## src/hw/rtl/orsb_fill_ram.sv

```systemverilog
module orsb_fill_ram #(
    parameter int SLOTS = 8,
    parameter int FW    = 7
) (
    input  logic                     i_clk,
    input  logic                     i_rst_n,
    input  logic                     i_wr_en,
    input  logic [$clog2(SLOTS)-1:0] i_wr_addr,
    input  logic [FW-1:0]            i_wr_data,
    input  logic                     i_rd_en,
    input  logic [$clog2(SLOTS)-1:0] i_rd_addr,
    output logic [FW-1:0]            o_rd_data
);

    logic [FW-1:0]    mem [SLOTS];
    logic [SLOTS-1:0] r_vld;
    logic [FW-1:0]    r_q;
    logic             r_q_vld;

    // Fill lengths, no reset
    always_ff @(posedge i_clk) begin
        if (i_wr_en) begin
            mem[i_wr_addr] <= i_wr_data;
        end
        if (i_rd_en) begin
            r_q <= mem[i_rd_addr];
        end
    end

    // Per-slot valid bits; an unwritten slot reads as empty
    always_ff @(posedge i_clk) begin
        if (!i_rst_n) begin
            r_vld   <= '0;
            r_q_vld <= 1'b0;
        end else begin
            if (i_wr_en) begin
                r_vld[i_wr_addr] <= 1'b1;
            end
            if (i_rd_en) begin
                r_q_vld <= r_vld[i_rd_addr];
            end
        end
    end

    assign o_rd_data = r_q_vld ? r_q : '0;

endmodule

```

## config.mk

```make
export PLATFORM = sky130hd
export DESIGN_NAME = orsb_fill_ram
export DESIGN_NICKNAME = d
export VERILOG_FILES = /design/src/hw/rtl/orsb_fill_ram.sv
export SDC_FILE = /design/constraint.sdc
export NUM_CORES = 1
export LEC_CHECK = 0
export BUFFER_PORTS_ARGS = -buffer_cell sky130_fd_sc_hd__buf_2
export CAP_MARGIN = 20
export CORE_MARGIN = 1
export CORE_UTILIZATION = 45
export DETAILED_ROUTE_END_ITERATION = 10
export GPL_TIMING_DRIVEN = 0
export PLACE_DENSITY = 0.6
export SLEW_MARGIN = 20
export SYNTH_ARGS = -nofsm -noshare
export SYNTH_HDL_FRONTEND = slang
export SYNTH_SLANG_ARGS = --single-unit
```

## constraint.sdc

```tcl
create_clock -name i_clk -period 1.7 [get_ports i_clk]
set_input_delay 0.255 -clock i_clk [delete_from_list [all_inputs] [get_ports i_clk]]
set_output_delay 0.255 -clock i_clk [all_outputs]
set_load 0.1 [all_outputs]
```

Word-level counts from Yosys, hierarchy flattened
Memory sizes are Yosys's and may differ from the RTL's. A register that Yosys moved wholly into a read port is not among the register bits.
Index checks and enable logic that the tools add are counted.
{"block": "word_totals", "register_bits": 9, "ram_bits": 56, "inputBits": 17, "out_inout_bits": 7, "elab_cells": 15, "mem_count": 1}
{"memory": "mem", "depth": 8, "word_bits": 7, "read_ports": 1, "rd_clocked_by_memory_dff": 1, "write_ports": 1, "line": "15", "text": "logic [FW-1:0] mem [SLOTS];"}
{"block": "classes", "order_cmp": 3, "n_mux": 7, "n_bitwise": 1, "n_reduce_logical": 1}
{"op": "3-bit by 4-bit less-than comparator with 1-bit output (second input constant)", "count": 2}
{"op": "8-bit OR", "count": 1}
{"op": "7-bit 2-to-1 mux", "count": 1}
{"op": "1-bit 2-to-1 mux", "count": 4}
{"op": "1-bit binary-select mux with 3-bit select", "count": 1}
{"op": "1-bit demux with 3-bit select", "count": 1}
{"op": "3-bit by 1-bit >= comparator with 1-bit output (second input constant)", "count": 1}
{"op": "1-bit logical AND", "count": 1}

Longest topological paths before layout
Gate-level depths: netlist of the first run.
{"block": "depth", "ltp_word": 5, "ltp_mapped": 5, "depth_no_buf": 3}

Worst setup path after synthesis of the first run
OpenSTA, ideal clock, no wires.
{"block": "synth_timing", "path_type": "in2reg", "startpoint": "input i_rd_addr[0]", "endpoint": "register r_q[0], read port of mem (data pin)", "setup_ns": 0.260, "arrival_time_ns": 1.256, "t_required_ns": 1.440, "path_slack_ns": 0.184, "path_stages": 4, "path_cell_list": "buf_6 > buf_12 > mux4_2 > mux2_2"}
{"item": "start, declared", "line": "11", "text": "input logic [$clog2(SLOTS)-1:0] i_rd_addr,"}
{"item": "end, declared", "line": "17", "text": "logic [FW-1:0] r_q;"}

Final worst setup path of the first run
{"block": "layout_timing", "startpoint": "register r_q_vld", "endpoint": "output o_rd_data[4]"}
{"block": "layout_via", "elab_chain_cells": 1}
{"item": "start, declared", "line": "18", "text": "logic r_q_vld;"}
{"item": "start signal, assigned", "line": "40", "text": "r_q_vld <= r_vld[i_rd_addr];"}
{"item": "7-bit 2-to-1 mux", "line": "45", "text": "assign o_rd_data = r_q_vld ? r_q : '0;"}
{"item": "end, declared", "line": "12", "text": "output logic [FW-1:0] o_rd_data"}
No other way between the ends.

==> flow_metrics.py, run 1 <==
metrics = {
    "setup_path": {
        "criticalPathCategory": "reg -> out",
        "crit_path_max_incr_delay_ps": 470,
        "cp.arrival_ps": 1300,
        "cpLargestDelayFamily": "flip-flops",
        "cp.buffers_inverters": 1,
        "crit_path_end_kind": "output pin",
        "worstPathRequired_ps": 1440,
        "crit_path_max_fo": 8,
        "critical-path-slowest-cell": "sky130_fd_sc_hd__dfxtp_1",
        "path_cells": "and2_1, clkbuf_4",
        "critical_path.startpoint_type": "flip-flop",
    },
    "power": {
        "total_power_mw": 3.68,
        "sequential_power_share_pct": 54.6,
        "power_leakage_nw": 1.11,
        "clock_power_share_pct": 38.7,
        "combinationalPowerShare_pct": 6.7,
        "worst_ir_drop_vdd_mv": 0.505,
        "p_switching_mw": 0.756,
        "internal_power_mw": 2.93,
        "swShare_pct": 20.5,
        "power-per-cell-area_nw_per_um2": 1150,
    },
    "timing": {
        "relSlewSlack_pct": 40.1,
        "number_of_pins_exceeding_their_max_slew_limit_in_the_final_report": 0,
        "timing_worst_slew_pin_value_ps": 894,
        "timing.fmax_ghz": 0.643,
        "final-hold-violation-count": 0,
        "rsz0062_at_grt": "no",
        "setup_tns_ps": 0,
        "fin_worst_hold_slack_ps": 180,
        "share_of_the_clock_period_used_by_the_worst_path_after_layout_pct": 91.5,
        "final-setup-viol-count": 0,
        "finalCriticalPeriod_ps": 1560,
        "timing.clock.skew_ps": 3.63,
        "min_setup_slack_post_route_ps": 145,
    },
    "drt": {
        "detailed_route_drc_error_count": 0,
        "detail_route.vias_per_cell": 5.43,
        "iteration_0_drc_markers": 97,
        "detail_route.first_pass.iterations": 4,
        "vias": 1326,
        "antenna_violating_nets_post_route": 0,
        "drt-total-wl_um": 4800,
        "routed_wire_per_std_cell_um": 19.7,
    },
    "cts": {
        "clk_root_buffer_cell": "sky130_fd_sc_hd__clkbuf_8",
        "post_cts.resized_instances": 2,
        "post_cts.repair.setup_buffers": 0,
        "tritoncts.num_buffers": 9,
        "cts_clk_pin_slew_worst_paths_ps": 70,
        "maximum_count_of_clock_buffers_along_a_single_path": 2,
        "clock_sinks": 72,
        "htreeDepth": 3,
        "clock_latency_ps": 340,
        "cts_tree": "yes",
        "hold_buffers": 0,
    },
    "finish": {
        "diodes": 0,
        "final_core_util_pct": 54.0,
        "flow.area_growth_from_synthesis_pct": 15.6,
        "fraction_of_layout_cells_with_a_size_suffix_above_1_pct": 32.0,
        "finish.cell_count_without_fillers": 244,
        "finish.instance_area_um2": 3220,
        "number_of_nets_in_the_layout": 181,
    },
    "synth": {
        "post_synth.cell_area_avg_um2": 20.8,
        "yosys_warning_count": 0,
        "post-synth-top-area-cell": "sky130_fd_sc_hd__edfxtp_1",
        "syn_nets": 151,
        "ys_types": 19,
        "synth.top_cell.area_share_pct": 68.0,
        "number_of_instances_in_the_synthesized_netlist": 134,
        "synthesis.area_um2": 2780,
        "postSynthRegisterBits": 72,
        "synth.yosys.seq_area_share_pct": 74.5,
        "ys_top_cells_by_area": "sky130_fd_sc_hd__edfxtp_1, sky130_fd_sc_hd__mux4_1, sky130_fd_sc_hd__dfxtp_1",
    },
    "grt": {
        "global_route_wire_length_before_repair_um": 7450,
        "grtUsageTotal_pct": 17.3,
        "number_of_global_route_vias_before_repair": 1398,
        "pin_count_of_the_biggest_net_entering_global_routing": 12,
        "grt_antenna_before_repair": 0,
        "globalRouteOverflowTotal": 0,
    },
    "status": {
        "status": "finished clean",
    },
    "die": {
        "die_area_um2": 6500,
        "chipWidth_um": 80.6,
        "core_um2": 5960,
        "die-height_um": 80.6,
        "top_level_ports": 24,
        "initial_utilization_pct": 46.7,
        "floorplan.rows": 28,
    },
    "placement": {
        "buffer_ports.inserted": 19,
        "number_of_placed_instances_with_taps_included": 228,
        "gp_routability_congestion": 0.712,
        "pre_cts_ws_ps": -148,
        "post-dp-hpwl_um": 3110,
        "placedInstanceArea_um2": 2980,
    },
    "worst_hold_path": {
        "holdCritPathClass": "in -> reg",
    },
    "flow_run": {
        "max_cap_violations": 0,
    },
}
## synth_stat cells
cell	instances
sky130_fd_sc_hd__dfxtp_1	9
sky130_fd_sc_hd__mux4_1	8
sky130_fd_sc_hd__nand2b_1	3
sky130_fd_sc_hd__buf_12	1
sky130_fd_sc_hd__nand2_1	2
sky130_fd_sc_hd__nor3_1	2
sky130_fd_sc_hd__o21a_1	8
sky130_fd_sc_hd__a21oi_2	1
sky130_fd_sc_hd__edfxtp_1	63
sky130_fd_sc_hd__buf_6	1
sky130_fd_sc_hd__and2_1	7
sky130_fd_sc_hd__mux4_2	7
sky130_fd_sc_hd__nor2_1	6
sky130_fd_sc_hd__mux2i_1	4
sky130_fd_sc_hd__clkbuf_1	2
sky130_fd_sc_hd__o21ai_0	1
sky130_fd_sc_hd__buf_1	1
sky130_fd_sc_hd__mux2_2	7
sky130_fd_sc_hd__buf_2	1
## sequential cells by signal, indices dropped and copies added, names as in the netlist
register  flops
r_vld         8
r_q_vld       1
r_q           7
mem          56
## cell type report
| type | count | area [um2] |
|---|---|---|
| Fill cell | 472 | 2740 |
| Multi-Input combinational cell | 56 | 673 |
| Buffer | 6 | 47.5 |
| Clock buffer | 14 | 183 |
| Timing Repair Buffer | 19 | 113 |
| Sequential cell | 72 | 2070 |
| Tap cell | 75 | 93.8 |
| Clock inverter | 2 | 35.0 |
## final timing paths
kind / start / endpoint / slack (ps) / cells past startpoint
max: r_q_vld / o_rd_data[4] / 140 / 2
min reg2reg: r_vld[2] / r_vld[2] / 480 / 1
max reg2reg: mem[1][1] / r_q[1] / 270 / 2
min: i_wr_data[5] / mem[4][5] / 180 / 1
## worst register-to-register path: cells and delay by family (launching register included)
family	cells	cell delay (ps)
DFF	1	360
muxes	2	820
## per-layer routing
metal	track usage (%)	part of all wire [%]	vias to the layer above
met5	0	0	-
met3	4.55	4.4	14
met4	10.4	2.9	0
met1	22.0	44	668
met2	26.5	48	41
li1	-	-	603
## kinds of logic after synthesis
| kind of cell | count (synthesis) | share of synthesized area [%] |
|---|---|---|
| muxes | 26 | 17.5 |
| and+or+nand+nor | 20 | 3.69 |
| DFF | 72 | 74.5 |
| AOI/OAI and AO/OA | 10 | 2.65 |
| buffers and inverters | 6 | 1.71 |
## cells in the final DEF, fill, tap and decap left out, drive strengths merged
| cell | count |
|---|---|
| and2 | 7 |
| o21ai | 1 |
| mux4 | 15 |
| nor2 | 6 |
| nand2b | 3 |
| a21oi | 1 |
| dfxtp | 9 |
| edfxtp | 63 |
| mux2 | 7 |
| mux2i | 4 |
| buf | 18 |
| nand2 | 2 |
| clkbuf | 21 |
| nor3 | 2 |
| clkinv | 1 |
| bufinv | 1 |
| o21a | 8 |
## power groups by stage
stage          clock (mW)  combinational (mW)  sequential [mW]
5_1_grt              1.52               0.265             2.02
6_report             1.43               0.246             2.01
3_5_place_dp            0               0.246             2.05
3_3_place_gp            0               0.238             2.04
2_1_floorplan           0               0.172             2.04
4_1_cts              1.45               0.247             2.01
Note: power is estimated with default switching activity, not from simulation.
==> run 2: changes to the inputs <==
Clock period 1.7 ns to 1.9 ns, I/O delays scaled along.
==> run 2 against run 1 <==
Critical path type unchanged. Worst setup slack gained 63 ps. Utilization down 0.29 points. Largest power group unchanged. First-iteration DRC count rose by 18%. Total power is 11% lower. Clock power is 11% lower. Routed wire length fell by 0.27%. Sequential power down 10%. Register-to-register slack better by 200 ps. Global-route usage stayed put. Final area decreased by 0.54%. Sequential share of layout area rose by 0.35 points. Via count shrank 0.23%.
==> flow_metrics.py, run 2 (synthesized netlist as in run 1, its figures left out) <==
metrics = {
    "status": {
        "status": "finished clean",
    },
    "drt": {
        "routed_wire_per_std_cell_um": 19.6,
        "detail_route.first_pass.iterations": 4,
        "detail_route.vias_per_cell": 5.42,
        "detailed_route_drc_error_count": 0,
        "vias": 1323,
        "antenna_violating_nets_post_route": 0,
        "drt-total-wl_um": 4780,
        "iteration_0_drc_markers": 114,
    },
    "die": {
        "die_area_um2": 6500,
        "chipWidth_um": 80.6,
        "floorplan.rows": 28,
        "top_level_ports": 24,
        "core_um2": 5960,
        "die-height_um": 80.6,
        "initial_utilization_pct": 46.7,
    },
    "finish": {
        "fill_cells": 473,
        "final_core_util_pct": 53.7,
        "fraction_of_layout_cells_with_a_size_suffix_above_1_pct": 32.0,
        "largest-register": "mem",
        "layout_common_cells": "sky130_fd_sc_hd__edfxtp_1, sky130_fd_sc_hd__buf_2, sky130_fd_sc_hd__clkbuf_8",
        "final-seq-area_um2": 2070,
        "finish.cell_count_without_fillers": 244,
        "multiInputGateArea_um2": 673,
        "flow.area_growth_from_synthesis_pct": 15.0,
        "diodes": 0,
        "largest_reg_flops": 56,
        "number_of_nets_in_the_layout": 181,
        "layout.cells.most_common": "sky130_fd_sc_hd__edfxtp_1",
        "largest_registers_in_the_final_layout": "mem (56), r_vld (8), r_q (7)",
    },
    "power": {
        "worst_ir_drop_vdd_mv": 0.452,
        "power-per-cell-area_nw_per_um2": 1030,
        "power_leakage_nw": 1.11,
    },
    "placement": {
        "pre_cts_ws_ps": 22.1,
        "post-dp-hpwl_um": 3110,
        "buffer_ports.inserted": 19,
        "number_of_placed_instances_with_taps_included": 228,
        "gp_routability_congestion": 0.712,
    },
    "grt": {
        "pin_count_of_the_biggest_net_entering_global_routing": 12,
        "grt_antenna_before_repair": 0,
        "grtUsageTotal_pct": 17.3,
        "global_route_wire_length_before_repair_um": 7450,
        "globalRouteOverflowTotal": 0,
        "number_of_global_route_vias_before_repair": 1396,
    },
    "cts": {
        "clk_root_buffer_cell": "sky130_fd_sc_hd__clkbuf_8",
        "maximum_count_of_clock_buffers_along_a_single_path": 2,
        "cts_clk_pin_slew_worst_paths_ps": 70,
        "post_cts.repair.setup_buffers": 0,
        "clock_latency_ps": 340,
        "hold_buffers": 0,
        "clock_sinks": 72,
        "post_cts.resized_instances": 0,
        "cts_tree": "yes",
        "htreeDepth": 3,
        "tritoncts.num_buffers": 9,
    },
    "timing": {
        "share_of_the_clock_period_used_by_the_worst_path_after_layout_pct": 89.1,
        "relSlewSlack_pct": 40.1,
        "setup_tns_ps": 0,
        "finalCriticalPeriod_ps": 1690,
        "timing.fmax_ghz": 0.591,
        "final-setup-viol-count": 0,
        "timing_worst_slew_pin_value_ps": 893,
        "timing.clock.skew_ps": 4.39,
        "final-hold-violation-count": 0,
        "rsz0062_at_grt": "no",
        "min_setup_slack_post_route_ps": 208,
        "number_of_pins_exceeding_their_max_slew_limit_in_the_final_report": 0,
    },
    "setup_path": {
        "criticalPathCategory": "reg -> out",
        "regToRegSetupSlack_ps": 470,
        "crit_path_end_kind": "output pin",
        "critical_path.startpoint_type": "flip-flop",
        "worstPathRequired_ps": 1620,
        "crit_path_max_fo": 8,
        "cp.arrival_ps": 1410,
    },
    "worst_hold_path": {
        "holdCritPathClass": "in -> reg",
    },
    "flow_run": {
        "max_cap_violations": 0,
    },
}
==> run 2: cell types whose count changed in the layout (fill, tap and decap cells not counted), sizes merged <==
cell | previous run | this run
clkbuf | 21 | 16
buf | 18 | 23
==> run 2: routing by layer <==
metal | track usage [%] | part of all wire, % | vias up
met4 | 10.4 | 3.1 | 0
met1 | 22.0 | 43 | 664
li1 | - | - | 602
met3 | 4.55 | 5.2 | 14
met2 | 26.5 | 48 | 43
met5 | 0 | 0 | -
==> run 2: final timing paths <==
path,startpoint,to,depth (start not counted)
setup reg to reg,mem[1][1],r_q[1],2
hold / removal,i_wr_data[5],mem[1][5],1
hold reg to reg,r_vld[7],r_vld[7],1
setup / recovery,r_q_vld,o_rd_data[0],2
==> run 2: final cells by class <==
cell class / count / share of cell area, %
Clock buffer: 14 / 5.71
Tap cell: 75 / 2.93
Buffer: 6 / 1.49
Multi-Input combinational cell: 56 / 21.0
Sequential cell: 72 / 64.8
Clock inverter: 2 / 1.10
Timing Repair Buffer: 19 / 2.97
==> run 2: stage by stage <==
stage | hold slack, ps | power [mW] | instance area [um2]
2_1_floorplan | 364 | 1.98 | 2780
3_5_place_dp | 463 | 2.05 | 2980
3_3_place_gp | 448 | 2.04 | 2970
5_1_grt | 207 | 3.40 | 3200
6_report | 211 | 3.29 | 3200
4_1_cts | 199 | 3.32 | 3200
==> run 2: where the power goes <==
group | internal (mW) | switching [mW] | total [mW]
clock | 0.749 | 0.522 | 1.27
combinational | 0.0852 | 0.131 | 0.216
sequential | 1.78 | 0.0161 | 1.80
==> run 2: worst max-delay path, stage by stage, from the launching register on <==
cell and delay, ps:
sky130_fd_sc_hd__dfxtp_1 470, sky130_fd_sc_hd__and2_1 180, sky130_fd_sc_hd__buf_2 420
