<file path="src/hw/rtl/orsb_pkg.sv">
package orsb_pkg;

    // Fixed field widths
    localparam int BYTE_W = 8;
    localparam int LEN_W  = 16;
    localparam int LAP_W  = 32;
    localparam int IPOS_W = 4;
    localparam int LIM_W  = 7;

    // Item kinds
    typedef enum logic {
        KIND_WRITE = 1'b0,
        KIND_READ  = 1'b1
    } t_kind;

    // Read sequencer states
    typedef enum logic [2:0] {
        RD_IDLE,
        RD_CATCH,
        RD_FILL,
        RD_LEN,
        RD_STREAM,
        RD_EMPTY
    } t_rd_state;

endpackage

</file>
<file path="src/hw/rtl/orsb_writer.sv">
module orsb_writer #(
    parameter int SLOTS      = 8,
    parameter int SLOT_BYTES = 64
) (
    i_clk, i_rst_n, i_en, i_first, i_len, i_byte,
    o_pos, o_lap,
    o_st_en, o_st_addr, o_st_data,
    o_fl_en, o_fl_addr, o_fl_data
);
    import orsb_pkg::*;

    localparam int SW  = $clog2(SLOTS);
    localparam int PW  = SW + 1;
    localparam int BIW = (SLOT_BYTES > 1) ? $clog2(SLOT_BYTES) : 1;
    localparam int AW  = SW + BIW;
    localparam int FW  = $clog2(SLOT_BYTES + 1);

    input  logic                   i_clk;
    input  logic                   i_rst_n;
    input  logic                   i_en;
    input  logic                   i_first;
    input  logic [LEN_W-1:0]       i_len;
    input  logic [BYTE_W-1:0]      i_byte;
    output logic signed [PW-1:0]   o_pos;
    output logic [LAP_W-1:0]       o_lap;
    output logic                   o_st_en;
    output logic [AW-1:0]          o_st_addr;
    output logic [BYTE_W-1:0]      o_st_data;
    output logic                   o_fl_en;
    output logic [SW-1:0]          o_fl_addr;
    output logic [FW-1:0]          o_fl_data;

    logic signed [PW-1:0] r_pos, n_pos;
    logic [LAP_W-1:0]     r_lap, n_lap;
    logic [LEN_W-1:0]     r_idx, n_idx;
    logic [LEN_W-1:0]     r_len, n_len;
    logic                 r_drop, n_drop;

    logic                 wrap;
    logic signed [PW-1:0] next_pos;
    logic                 pos_ok;

    // Cursor advance: wrap to slot 0 bumps the lap
    assign wrap     = (r_pos == PW'(SLOTS - 1));
    assign next_pos = wrap ? '0 : r_pos + PW'(1);
    assign pos_ok   = !r_pos[PW-1];

    // Write item decode
    always_comb begin
        n_pos     = r_pos;
        n_lap     = r_lap;
        n_idx     = r_idx;
        n_len     = r_len;
        n_drop    = r_drop;
        o_st_en   = 1'b0;
        o_st_addr = {r_pos[SW-1:0], r_idx[BIW-1:0]};
        o_fl_en   = 1'b0;
        o_fl_addr = r_pos[SW-1:0];
        if (i_en) begin
            if (i_first) begin
                n_len = i_len;
                n_idx = '0;
                if (i_len > LEN_W'(SLOT_BYTES)) begin
                    n_drop = 1'b1;
                end else begin
                    n_drop    = 1'b0;
                    n_pos     = next_pos;
                    n_lap     = wrap ? r_lap + LAP_W'(1) : r_lap;
                    o_fl_addr = next_pos[SW-1:0];
                    if (i_len == '0) begin
                        o_fl_en = 1'b1;
                    end else begin
                        o_st_en   = 1'b1;
                        o_st_addr = {next_pos[SW-1:0], {BIW{1'b0}}};
                        n_idx     = LEN_W'(1);
                        o_fl_en   = (i_len == LEN_W'(1));
                    end
                end
            end else if (r_idx < r_len) begin
                n_idx = r_idx + LEN_W'(1);
                if (r_drop) begin
                    if (n_idx >= r_len) begin
                        n_drop = 1'b0;
                    end
                end else begin
                    o_st_en = pos_ok && (r_idx < LEN_W'(SLOT_BYTES));
                    o_fl_en = pos_ok && (n_idx >= r_len);
                end
            end
        end
    end

    assign o_st_data = i_byte;
    assign o_fl_data = FW'(n_len);
    assign o_pos     = r_pos;
    assign o_lap     = r_lap;

    // Writer state
    always_ff @(posedge i_clk) begin
        if (!i_rst_n) begin
            r_pos  <= '1;
            r_lap  <= '0;
            r_idx  <= '0;
            r_len  <= '0;
            r_drop <= 1'b0;
        end else begin
            r_pos  <= n_pos;
            r_lap  <= n_lap;
            r_idx  <= n_idx;
            r_len  <= n_len;
            r_drop <= n_drop;
        end
    end

endmodule

</file>
<file path="config.mk">
export PLATFORM = sky130hd
export DESIGN_NAME = orsb_writer
export DESIGN_NICKNAME = d
export VERILOG_FILES = /design/src/hw/rtl/orsb_pkg.sv /design/src/hw/rtl/orsb_writer.sv
export SDC_FILE = /design/constraint.sdc
export NUM_CORES = 1
export LEC_CHECK = 0
export ABC_AREA = 1
export BUFFER_PORTS_ARGS = -buffer_cell sky130_fd_sc_hd__buf_2
export CAP_MARGIN = 5
export CORE_AREA = 2 2 95 97
export CTS_BUF_LIST = sky130_fd_sc_hd__clkbuf_4 sky130_fd_sc_hd__clkbuf_8
export CTS_CLUSTER_SIZE = 25
export DETAILED_ROUTE_END_ITERATION = 8
export DIE_AREA = 0 0 97 99
export PLACE_DENSITY = 0.79
export SLEW_MARGIN = 30
export SYNTH_ARGS = -nofsm -noshare
export SYNTH_HDL_FRONTEND = slang
export SYNTH_SLANG_ARGS = --single-unit
</file>
<file path="constraint.sdc">
create_clock -name i_clk -period 2.66 [get_ports i_clk]
set_clock_uncertainty 0.05 [all_clocks]
set_input_delay 0.133 -clock i_clk [delete_from_list [all_inputs] [get_ports i_clk]]
set_output_delay 0.133 -clock i_clk [all_outputs]
set_load 0.005 [all_outputs]
</file>
* After elaboration in Yosys (flattened, before gate mapping) *
Index checks and enable logic that the tools add are counted.

cells by class
  $lt $le $gt $ge = 4
  equal/unequal tests = 2
  mux-type cells = 31
  bitwise logic cells = 1
  add/sub/neg operators = 3
  reduce and logical (&&, ||, !) cells = 9

operators by type and width
  operator                                                                number
  9-bit 2-to-1 mux                                                        4
  32-bit by 1-bit adder with 32-bit output, second input constant         1
  16-bit 2-to-1 mux                                                       2
  1-bit 2-to-1 mux                                                        19
  16-bit by 1-bit adder with 16-bit output, second input constant         1
  16-bit by 1-bit equality test with 1-bit output, second input constant  1
  16-bit >= comparator                                                    1
  16-bit by 7-bit > comparator with 1-bit output, second input constant   1
  16-bit logical NOT                                                      1
  16-bit < comparator                                                     1
  16-bit by 7-bit < comparator with 1-bit output, second input constant   1
  7-bit 2-to-1 mux                                                        2
  3-bit 2-to-1 mux                                                        3
  4-bit by 1-bit adder with 4-bit output, second input constant           1
  4-bit equality test, second input constant                              1
  4-bit 2-to-1 mux                                                        1
  2-bit AND reduction                                                     2
  4-bit AND reduction                                                     1
  3-bit AND reduction                                                     1
  1-bit logical AND                                                       2
  2-bit nonzero test                                                      1
  1-bit logical NOT                                                       1
  1-bit inverter                                                          1

storage, ports and cells
  register bits = 69
  logic and storage cells = 56
  input port bits = 28
  output and inout bits = 65

* Depth between registers and ports, before layout *
Gate-level depths: netlist of the first run.

  depth in word-level cells = 7
  gate-level depth with buffers = 18
  mapped depth without buffers = 18

* Least setup slack after synthesis of the first run *
OpenSTA, ideal clock, no wires.

  kind = flip-flop to output port
  from = register r_idx[0]
  to = output o_fl_en
  path slack = 433 ps
  arrival time = 2044 ps
  required time = 2477 ps
  path buffers = 0
  stages on the path, launching flop included = 18
  cell sequence = dfxtp_1 -> ha_1 -> nand3_1 -> nor2_1 -> nand2_1 -> nor2_1 -> nand2_1 -> nand2_1 -> inv_1 -> ha_1 -> nand2_1 -> inv_1 -> nand3_1 -> nor3_1 -> nand2_1 -> nand2_1 -> nand2_1 -> a21oi_1

between the ends
  word-level cells in the longest chain between the ends = 7
  elaborated cells between the ends (all ways) = 8
  those cells by class = 1 x add/sub; 2 x order compare; 4 x mux; 1 x reduce/logical

ends and longest elaborated chain
  element                                   RTL line            text
  start, declared                           orsb_writer.sv:35   logic [LEN_W-1:0] r_idx, n_idx;
  start signal, assigned                    orsb_writer.sv:109  r_idx <= n_idx;
  16-bit by 1-bit adder with 16-bit output  orsb_writer.sv:80   n_idx = r_idx + LEN_W'(1);
  16-bit >= comparator                      orsb_writer.sv:87   o_fl_en = pos_ok && (n_idx >= r_len);
  1-bit logical AND                         orsb_writer.sv:87
  1-bit 2-to-1 mux                          orsb_writer.sv:81   if (r_drop) begin
  1-bit 2-to-1 mux (*)                      orsb_writer.sv:79   end else if (r_idx < r_len) begin
  1-bit 2-to-1 mux (*)                      orsb_writer.sv:60   if (i_first) begin
  1-bit 2-to-1 mux (*)                      orsb_writer.sv:59   if (i_en) begin
  end, declared                             orsb_writer.sv:29   output logic o_fl_en;

Mark *: on every way between the ends. The rest lies on a longest branch, timed or not.

* Worst setup path in the final report of the first run *
  from = register r_idx[8]
  to = output o_fl_en

The elaborated chain is that of the path after synthesis.

==> run summary, run 1 <==
Fraction of layout cells with a size suffix above 1 = 21.9%
Pins Over Slew Limit = 0
Worst hold-check path type = in2reg
Reg-to-Reg Start = r_idx[2]
Worst reg2reg setup slack = 320 ps
DP Wirelength = 10200 um
H-tree depth = 3
Setup crit start kind = register
Routed WL = 13900 um
Final min period = 2730 ps
Syn Nets = 822
Horiz. Die Dim = 97 um
Rows = 34
Met2 usage in global routing = 51.7%
Synth top area cells = dfxtp_1 (28%), nand2_1 (17%), ha_1 (9.0%)
Fmax achieved = 366 MHz
Met1 Usage GRT = 32.1%
Syn Inst Count = 759
Fin util = 68.1%
Required @ worst endpoint = 2480 ps
Final instance area = 0.00583 mm2
Crit path from = r_idx[8]
Largest net degree at the start of global routing = 37
Post-synthesis register bit count = 69
Total congestion overflow = 0
Leak = 2.72 nW
Num Clock Sinks = 69
Via count = 5094
GRT met3 Usage = 4.18%
XOR/XNOR share of the synthesized area = 7.34%
GPL Wtd Cong = 0.940
Routed wire per std cell = 14.6 um
Pwr Density = 445 mW/mm2
Post-CTS Hold Buffers = 0
Vias per cell = 5.37
Die ar. = 0.00960 mm2
Fin worst setup slack = -71.2 ps
Layout net count = 899
Fin. Hold Viols = 0
CTS Buf Count = 9
Grt peak-use layer = met2
TritonCTS clock tree = yes
Synth cell types = 35
CP endpoint = o_fl_en
Compound-cell area share of the yosys netlist = 11.4%
Commonest non-fill, non-tap cell in the layout = nand2_1
Port bufs = 76
Final period utilization = 103%
I/O Pins = 93
Fillers = 755
Starting density of the core = 57.2%
Adder-cell share of the synthesized area = 8.95%
FF-to-FF path depth = 13
IR drop worst, VDD = 0.239 mV
Commonest cells after routing, fill and taps aside = nand2_1 (219), inv_1 (92), nor2_1 (78)
Residual DRC = 0
Arrival @ worst endpoint = 2550 ps
Synth Area in Simple Gates = 33.0%
FF-to-FF End = r_idx[0]
CTS Root Cell = clkbuf_8
Clock Latency Late Sink = 350 ps
Least-Margin Pin Slew = 489 ps
Cell taking the most area after synthesis = dfxtp_1
Yosys top cell area share = 28.2%
Critical path class = reg2out
Die Y = 99 um
Core footprint = 0.00855 mm2
Rel. slew slack = 67.1%
Syn Area/Cell = 6.44 um2
Initial antenna violation count = 0
Clk buf depth = 2
Ant diodes = 0
Final antenna-violating net count = 0
RSZ-0062 raised after global routing = yes
Crit-path max FO = 5
Post-DP Area = 0.00532 mm2
Drt first pass iters = 5
CP endpoint kind = output port
Gr usage total = 27.9%
Yosys warnings = 0
Syn-to-layout area delta = 19.1%
Status = finished with violations
Max Cap Viol = 0
Initial drt markers = 300
Vias in the first global route = 4840
Failing checks = negative setup slack
First-pass GRT wire length = 22000 um
Synthesized cell area = 0.00489 mm2
Final setup fails = 1
Mux share of post-synthesis cell area = 0%
Sequential area share after synthesis = 28.2%
Clk slew on worst S/H paths = 80 ps
Largest family of logic cells by synthesized area = simple AND/OR/NAND/NOR gates
-- cell families (layout without fill, tap and decap cells) --
family,Yosys count,after routing
buffers and inverters,129,211
AOI/OAI and AO/OA,103,103
and+or+nand+nor,382,382
xor gates and xnor gates,41,41
DFF,69,69
adders and majority gates,35,35
-- synth_stat cells (all sizes together) --
library cell	number
a21o	1
a21oi	65
and3	1
buf	18
clkbuf	10
dfxtp	69
ha	35
inv	101
nand2	227
nand3	29
nand3b	2
nand4	10
nor2	86
nor3	23
nor3b	1
nor4	2
o211ai	1
o21a	1
o21ai	34
o21bai	1
or2	1
xnor2	9
xor2	32
-- where the power goes --
| group | switching, mW | leakage (nW) | internal [mW] |
|---|---|---|---|
| sequential | 0.0415 | 0.568 | 1.08 |
| clock | 0.448 | 0.0943 | 0.455 |
| combinational | 0.351 | 2.06 | 0.218 |
| total | 0.840 | 2.72 | 1.75 |
-- sequential cells by signal, indices dropped and copies added, names as in the netlist --
| register | flops |
|---|---|
| r_idx | 16 |
| o_pos | 4 |
| r_len | 16 |
| o_lap | 32 |
| r_drop | 1 |
-- per-layer routing --
layer,vias up,part of all wire [%],routed length (um)
met1,2353,40,5540
met2,169,52,7160
met3,32,5.7,791
met4,0,2.6,354
met5,-,0,0
li1,2540,-,-
-- critical path, stage by stage (launching register included) --
cell	delay, ps
dfxtp_4	390
nand2_2	70
nor3_2	200
and3_1	210
nand3_1	90
nand2_1	90
inv_1	80
ha_4	280
nand2_1	50
inv_2	70
nand3_4	70
nor3_2	120
nand2_1	90
nand2_2	100
nand2_2	70
a21oi_2	110
buf_2	120
-- final cells by class --
| class | instances | area (um2) | share of cell area [%] |
|---|---|---|---|
| sequential | 69 | 1410 | 24.2 |
| multi-input combinational | 561 | 3180 | 54.5 |
| inverter | 101 | 379 | 6.51 |
| clock buffer | 10 | 138 | 2.36 |
| tap | 108 | 135 | 2.32 |
| clock inverter | 6 | 62.6 | 1.07 |
| timing repair buffer | 94 | 523 | 8.98 |
-- repair_timing --
| item | 4_1_cts | 5_1_grt |
|---|---|---|
| cloned | 0 | 0 |
| gates resized for setup | 36 | 30 |
| setup endpoints to repair | 1 | 1 |
| pin swaps | 10 | 22 |
| setup buffers | 4 | 4 |
| endpoints found under the hold margin | 0 | 0 |
-- stage by stage --
step	hold slack (ps)	setup WS (ps)	total power, mW	setup TNS (ps)	cells
final	23.7	-71.2	2.59	-71.2	949
after global routing	57.1	-182	2.70	-182	949
after CTS	27.3	-75.6	2.53	-75.6	945
after detailed placement	216	90.9	1.62	0	925
after global placement	216	202	1.60	0	925
after floorplan	221	433	1.47	0	759
-- worst min-delay path by stage --
stage               slack (ps)  depth (start not counted)       from            to
floorplan                  220                          2    i_rst_n      r_len[7]
global placement           220                          0  i_byte[1]  o_st_data[1]
detailed placement         220                          0  i_byte[1]  o_st_data[1]
CTS                         30                          3  i_len[11]     r_len[11]
global route                60                          3   i_len[2]      r_len[2]
finish                      20                          3  i_len[11]     r_len[11]
Power figures use the tool's default switching activity.
==> run 2, diff against run 1 <==
Clock period 2.66 ns to 3 ns, I/O delays scaled along.
==> run summary, run 2 (same netlist as run 1, synthesis figures left out) <==
Ant diodes = 0 (unchanged)
Residual DRC = 0 (unchanged)
Vias in the first global route = 4759 (-1.7%)
CP endpoint kind = output port
Fin. Hold Viols = 0 (unchanged)
Commonest non-fill, non-tap cell in the layout = nand2_1
Clk buf depth = 2 (unchanged)
Multi-input logic area = 0.00302 mm2 (-4.9%)
Tot Pwr = 2.30 mW (-11%)
DP Wirelength = 10000 um (-1.8%)
Pwr Density = 413 mW/mm2 (-7.2%)
Crit path cell chain = nand3_1 > nor3_4 > nand2_1 > xor2_1 > ha_1 > nand2_1 > inv_1 > o21bai_1 > a21oi_1 > nor2_1 > nand2_1 > nand2_1 > a21oi_1 > buf_2
Post-CTS Setup Repair Bufs = 0 (-4)
Max Cap Viol = 0 (unchanged)
Total congestion overflow = 0 (unchanged)
CTS Buf Count = 9 (unchanged)
I/O Pins = 93 (unchanged)
Routed wire per std cell = 14.2 um (-2.5%)
First-pass GRT wire length = 22100 um (+0.25%)
Max reg flops = 32 (unchanged)
Final setup fails = 0 (-1)
CTS Root Cell = clkbuf_8
GPL Wtd Cong = 0.911 (-3.1%)
Critical path class = reg2out
WHS = 58.2 ps (+34.5 ps)
Status = finished, final reports clean
Core footprint = 0.00855 mm2 (unchanged)
Num Clock Sinks = 69 (unchanged)
Final period utilization = 95.0%
Fin worst setup slack = 150 ps (+221 ps)
Clk slew on worst S/H paths = 80 ps (about the same)
Leak = 2.66 nW (-2.4%)
Worst hold-check path type = in2reg
Routed WL = 13300 um (-3.8%)
Horiz. Die Dim = 97 um (unchanged)
Die ar. = 0.00960 mm2 (unchanged)
Initial antenna violation count = 0 (unchanged)
Fillers = 805 (+6.6%)
Fraction of layout cells with a size suffix above 1 = 16.8% (-5.1 points)
Layout net count = 886 (-1.4%)
Rows = 34 (unchanged)
Critical Path Max Stage Delay = 420 ps (+30 ps)
Rel. slew slack = 42.7% (-24 points)
Die Y = 99 um (unchanged)
Crit-path max FO = 6 (+1)
Vias per cell = 5.31 (-1.0%)
Arrival @ worst endpoint = 2650 ps (+100 ps)
Fmax achieved = 351 MHz
Setup crit start kind = register
TritonCTS clock tree = yes
Slowest CP cell = dfxtp_2
FF/Latch Area = 0.00140 mm2 (-0.80%)
Pins Over Slew Limit = 0 (unchanged)
Required @ worst endpoint = 2800 ps (+320 ps)
Clock Latency Late Sink = 340 ps (about the same)
Commonest cells after routing, fill and taps aside = nand2_1 (224), inv_1 (98), nor2_1 (81)
Gr usage total = 27.8% (-0.14 points)
Syn-to-layout area delta = 14.0%
Port bufs = 76 (unchanged)
Largest net degree at the start of global routing = 46 (+24%)
Drt first pass iters = 5 (unchanged)
H-tree depth = 3 (unchanged)
Via count = 4973 (-2.4%)
Final min period = 2850 ps
Final antenna-violating net count = 0 (unchanged)
Initial drt markers = 255 (-15%)
Crit path top cell by count = nand2_1
IR drop worst, VDD = 0.225 mV (-6.1%)
Least-Margin Pin Slew = 858 ps (+368 ps)
Starting density of the core = 57.2% (unchanged)
Pre-CTS setup slack = 279 ps (+188 ps)
==> run 2: cell count changes in the layout (fill, tap and decap cells not counted), sizes merged <==
cell	before	now
clkinvlp	3	2
clkinv	2	1
bufinv	1	2
buf	94	81
inv	101	103
clkbuf	10	9
==> run 2: what timing repair did <==
item,4_1_cts,5_1_grt
hold buffers,0,0
gates resized for setup,4,21
endpoints found under the setup margin,1,1
==> run 2: critical path, delay by kind of cell (launching register included) <==
family	cells	cell delay, ps
simple gates	7	900
flops	1	420
compound gates	3	240
buf+inv	2	170
fa+ha+maj	1	310
xor+xnor	1	280
==> run 2: stage by stage <==
step	area, um2	setup TNS [ps]	cells	utilization (%)
floorplan	4890	0	759	-
global placement	5280	0	920	61.7
detailed placement	5280	0	920	61.7
CTS	5510	0	936	64.4
global route	5580	-11.9	936	65.2
finish	5580	0	936	65.2
==> run 2: where the power goes <==
group          switching [mW]  internal [mW]
Sequential             0.0395          0.954
Combinational           0.277          0.159
Clock                   0.399          0.473
==> run 2: cell type report <==
class / instances / area share (%)
repair buffers: 81 / 7.49
flip-flops and latches: 69 / 25.1
clock inverters: 7 / 1.75
clock buffers: 9 / 2.22
well taps: 108 / 2.42
multi-input cells: 561 / 54.2
inverters: 101 / 6.80
==> run 2: worst paths after layout <==
kind                     to  startpoint  slack (ps)  cells past startpoint
setup / recovery    o_fl_en    r_idx[2]         150                     14
hold / removal     r_len[4]    i_len[4]          60                      3
setup reg to reg     r_drop    r_idx[2]         630                     14
hold reg to reg   o_lap[31]   o_lap[31]         440                      2
==> run 2: layer usage <==
| layer | track usage [%] | routed length [um] |
|---|---|---|
| met2 | 49.3 | 6690 |
| met4 | 12.0 | 481 |
| met5 | 0 | 0 |
| met3 | 4.96 | 797 |
| met1 | 33.1 | 5350 |
==> run 3, diff against run 2 <==
==> constraint.sdc (replaced) <==
create_clock -name i_clk -period 3 [get_ports i_clk]
set_clock_uncertainty 0.05 [all_clocks]
set_input_delay 0.6 -clock i_clk [delete_from_list [all_inputs] [get_ports i_clk]]
set_output_delay 0.6 -clock i_clk [all_outputs]
set_load 0.005 [all_outputs]
==> run summary, run 3 (same netlist as run 1, synthesis figures left out) <==
H-tree depth = 3 (unchanged)
CTS Root Cell = clkbuf_8
Failing checks = negative setup slack
Max Cap Viol = 0 (unchanged)
Clk slew on worst S/H paths = 80 ps (about the same)
Critical path class = reg2out
Critical Path Max Stage Delay = 400 ps (-20 ps)
Slowest CP cell = dfxtp_4
Commonest cells after routing, fill and taps aside = nand2_1 (217), inv_1 (92), nor2_1 (79)
Core footprint = 0.00855 mm2 (unchanged)
Post-CTS Hold Buffers = 0 (unchanged)
Fin util = 68.8% (+3.6 points)
Setup crit start kind = register
Die Y = 99 um (unchanged)
Routed wire per std cell = 14.7 um (+3.1%)
Pwr Density = 403 mW/mm2 (-2.2%)
Num Clock Sinks = 69 (unchanged)
Crit-path max FO = 5 (-1)
Vias per cell = 5.46 (+2.8%)
Largest net degree at the start of global routing = 39 (-15%)
Drt first pass iters = 5 (unchanged)
First-pass GRT wire length = 22500 um (+2.1%)
Worst reg2reg setup slack = 550 ps (-80 ps)
Crit path top cell by count = nand2_1
WHS = 445 ps (+387 ps)
Pins Over Slew Limit = 0 (unchanged)
Gr usage total = 28.5% (+0.74 points)
Initial drt markers = 234 (-8.2%)
Fin. Hold Viols = 0 (unchanged)
Reg-to-Reg Start = r_idx[0]
Residual DRC = 0 (unchanged)
Crit path cell chain = inv_2 > nor3_4 > nand2_1 > buf_4 > xor2_1 > ha_1 > a21oi_1 > o21a_1 > nand2_1 > nand2_1 > nand2_2 > nand2_2 > a21oi_2 > buf_2
RSZ-0062 raised after global routing = yes
Rel. slew slack = 67.0% (+24 points)
I/O Pins = 93 (unchanged)
Routed WL = 14100 um (+5.5%)
IR drop worst, VDD = 0.327 mV (+46%)
Final period utilization = 110% (+15 points)
FF-to-FF End = r_idx[3]
Clock Latency Late Sink = 360 ps (+20 ps)
Leak = 2.82 nW (+6.1%)
Starting density of the core = 57.2% (unchanged)
Hold endpoint = o_lap[31]
Final antenna-violating net count = 0 (unchanged)
Via count = 5232 (+5.2%)
Max reg flops = 32 (unchanged)
Tot Pwr = 2.37 mW (+3.2%)
Hold path cells = 2 (-1)
Final setup fails = 1 (+1)
Vias in the first global route = 4878 (+2.5%)
Fmax achieved = 303 MHz (-14%)
Clk buf depth = 2 (unchanged)
DP Wirelength = 10100 um (+0.27%)
Arrival @ worst endpoint = 2660 ps (about the same)
Status = finished with violations
Port bufs = 76 (unchanged)
CP endpoint kind = output port
Final min period = 3310 ps (+456 ps)
CTS Buf Count = 9 (unchanged)
Total congestion overflow = 0 (unchanged)
Rows = 34 (unchanged)
FF-to-FF path depth = 16 (+2)
Least-Margin Pin Slew = 493 ps (-364 ps)
Syn-to-layout area delta = 20.4%
Worst hold-check path type = reg2reg
Die ar. = 0.00960 mm2 (unchanged)
GPL Wtd Cong = 0.927 (+1.8%)
Horiz. Die Dim = 97 um (unchanged)
Required @ worst endpoint = 2350 ps (-450 ps)
Layout net count = 907 (+2.4%)
TritonCTS clock tree = yes
Pre-CTS setup slack = 10.0 ps (-269 ps)
Initial antenna violation count = 1 (+1)
Fin worst setup slack = -306 ps (-456 ps)
Setup tns final = -306 ps (-306 ps)
Hold Startpoint = o_lap[31]
Commonest non-fill, non-tap cell in the layout = nand2_1
Fraction of layout cells with a size suffix above 1 = 21.9% (+5.1 points)
==> run 3: cell types whose count changed in the layout (fill, tap and decap cells not counted), moves of 3 or more <==
cell / delta
ha_1: -4
nand3_1: -3
buf_4: +19
nand2_2: +6
inv_2: +6
nand2_1: -7
inv_1: -6
ha_4: +4
==> run 3: layout make-up <==
cell class              count  area, um2
multi-input cells         561       3150
fillers                   737       2660
flip-flops and latches     69       1410
repair buffers            102        592
inverters                 101        379
well taps                 108        135
clock buffers               9        124
clock inverters             7       96.3
diodes                      1       2.50
==> run 3: worst max-delay path by stage <==
stage,from,end,slack (ps),cells after the start
final,r_idx[3],o_fl_en,-310,14
after global placement,r_idx[3],o_fl_en,140,17
after global routing,r_idx[8],o_fl_en,-410,17
after detailed placement,r_idx[3],o_fl_en,10,17
after CTS,r_idx[1],o_fl_en,-210,15
after floorplan,r_idx[0],o_fl_en,310,17
==> run 3: critical path, delay by kind of cell, from the launching register on <==
family                   cells  cell delay, ps
buffers and inverters        3             360
adder cells (fa/ha/maj)      1             320
AO/OA/AOI/OAI                3             350
flip-flops                   1             400
XOR/XNOR                     1             250
AND/OR/NAND/NOR              6             610
==> run 3: timing repair <==
item	CTS	global route
pin swaps	7	20
setup buffers	4	6
setup endpoints to repair	1	2
resized for setup	32	27
==> run 3: per-stage QoR <==
stage,area [um2],cells
after floorplan,4890,759
after global placement,5370,931
after detailed placement,5370,931
after CTS,5730,951
after global routing,5890,958
final,5890,958
==> run 3: layer usage <==
metal	track usage, %	share of wire (%)	vias to the layer above
li1	-	-	2567
met1	33.9	39	2351
met2	50.9	50	257
met3	3.62	7.5	57
met4	14.1	4.0	0
met5	0	0	-
==> run 3: report_power, final <==
group | total, mW | switching [mW] | leakage, nW | internal [mW]
clock network | 0.875 | 0.402 | 0.114 | 0.473
logic | 0.510 | 0.320 | 2.14 | 0.190
registers | 0.989 | 0.0355 | 0.567 | 0.954
total | 2.37 | 0.757 | 2.82 | 1.62
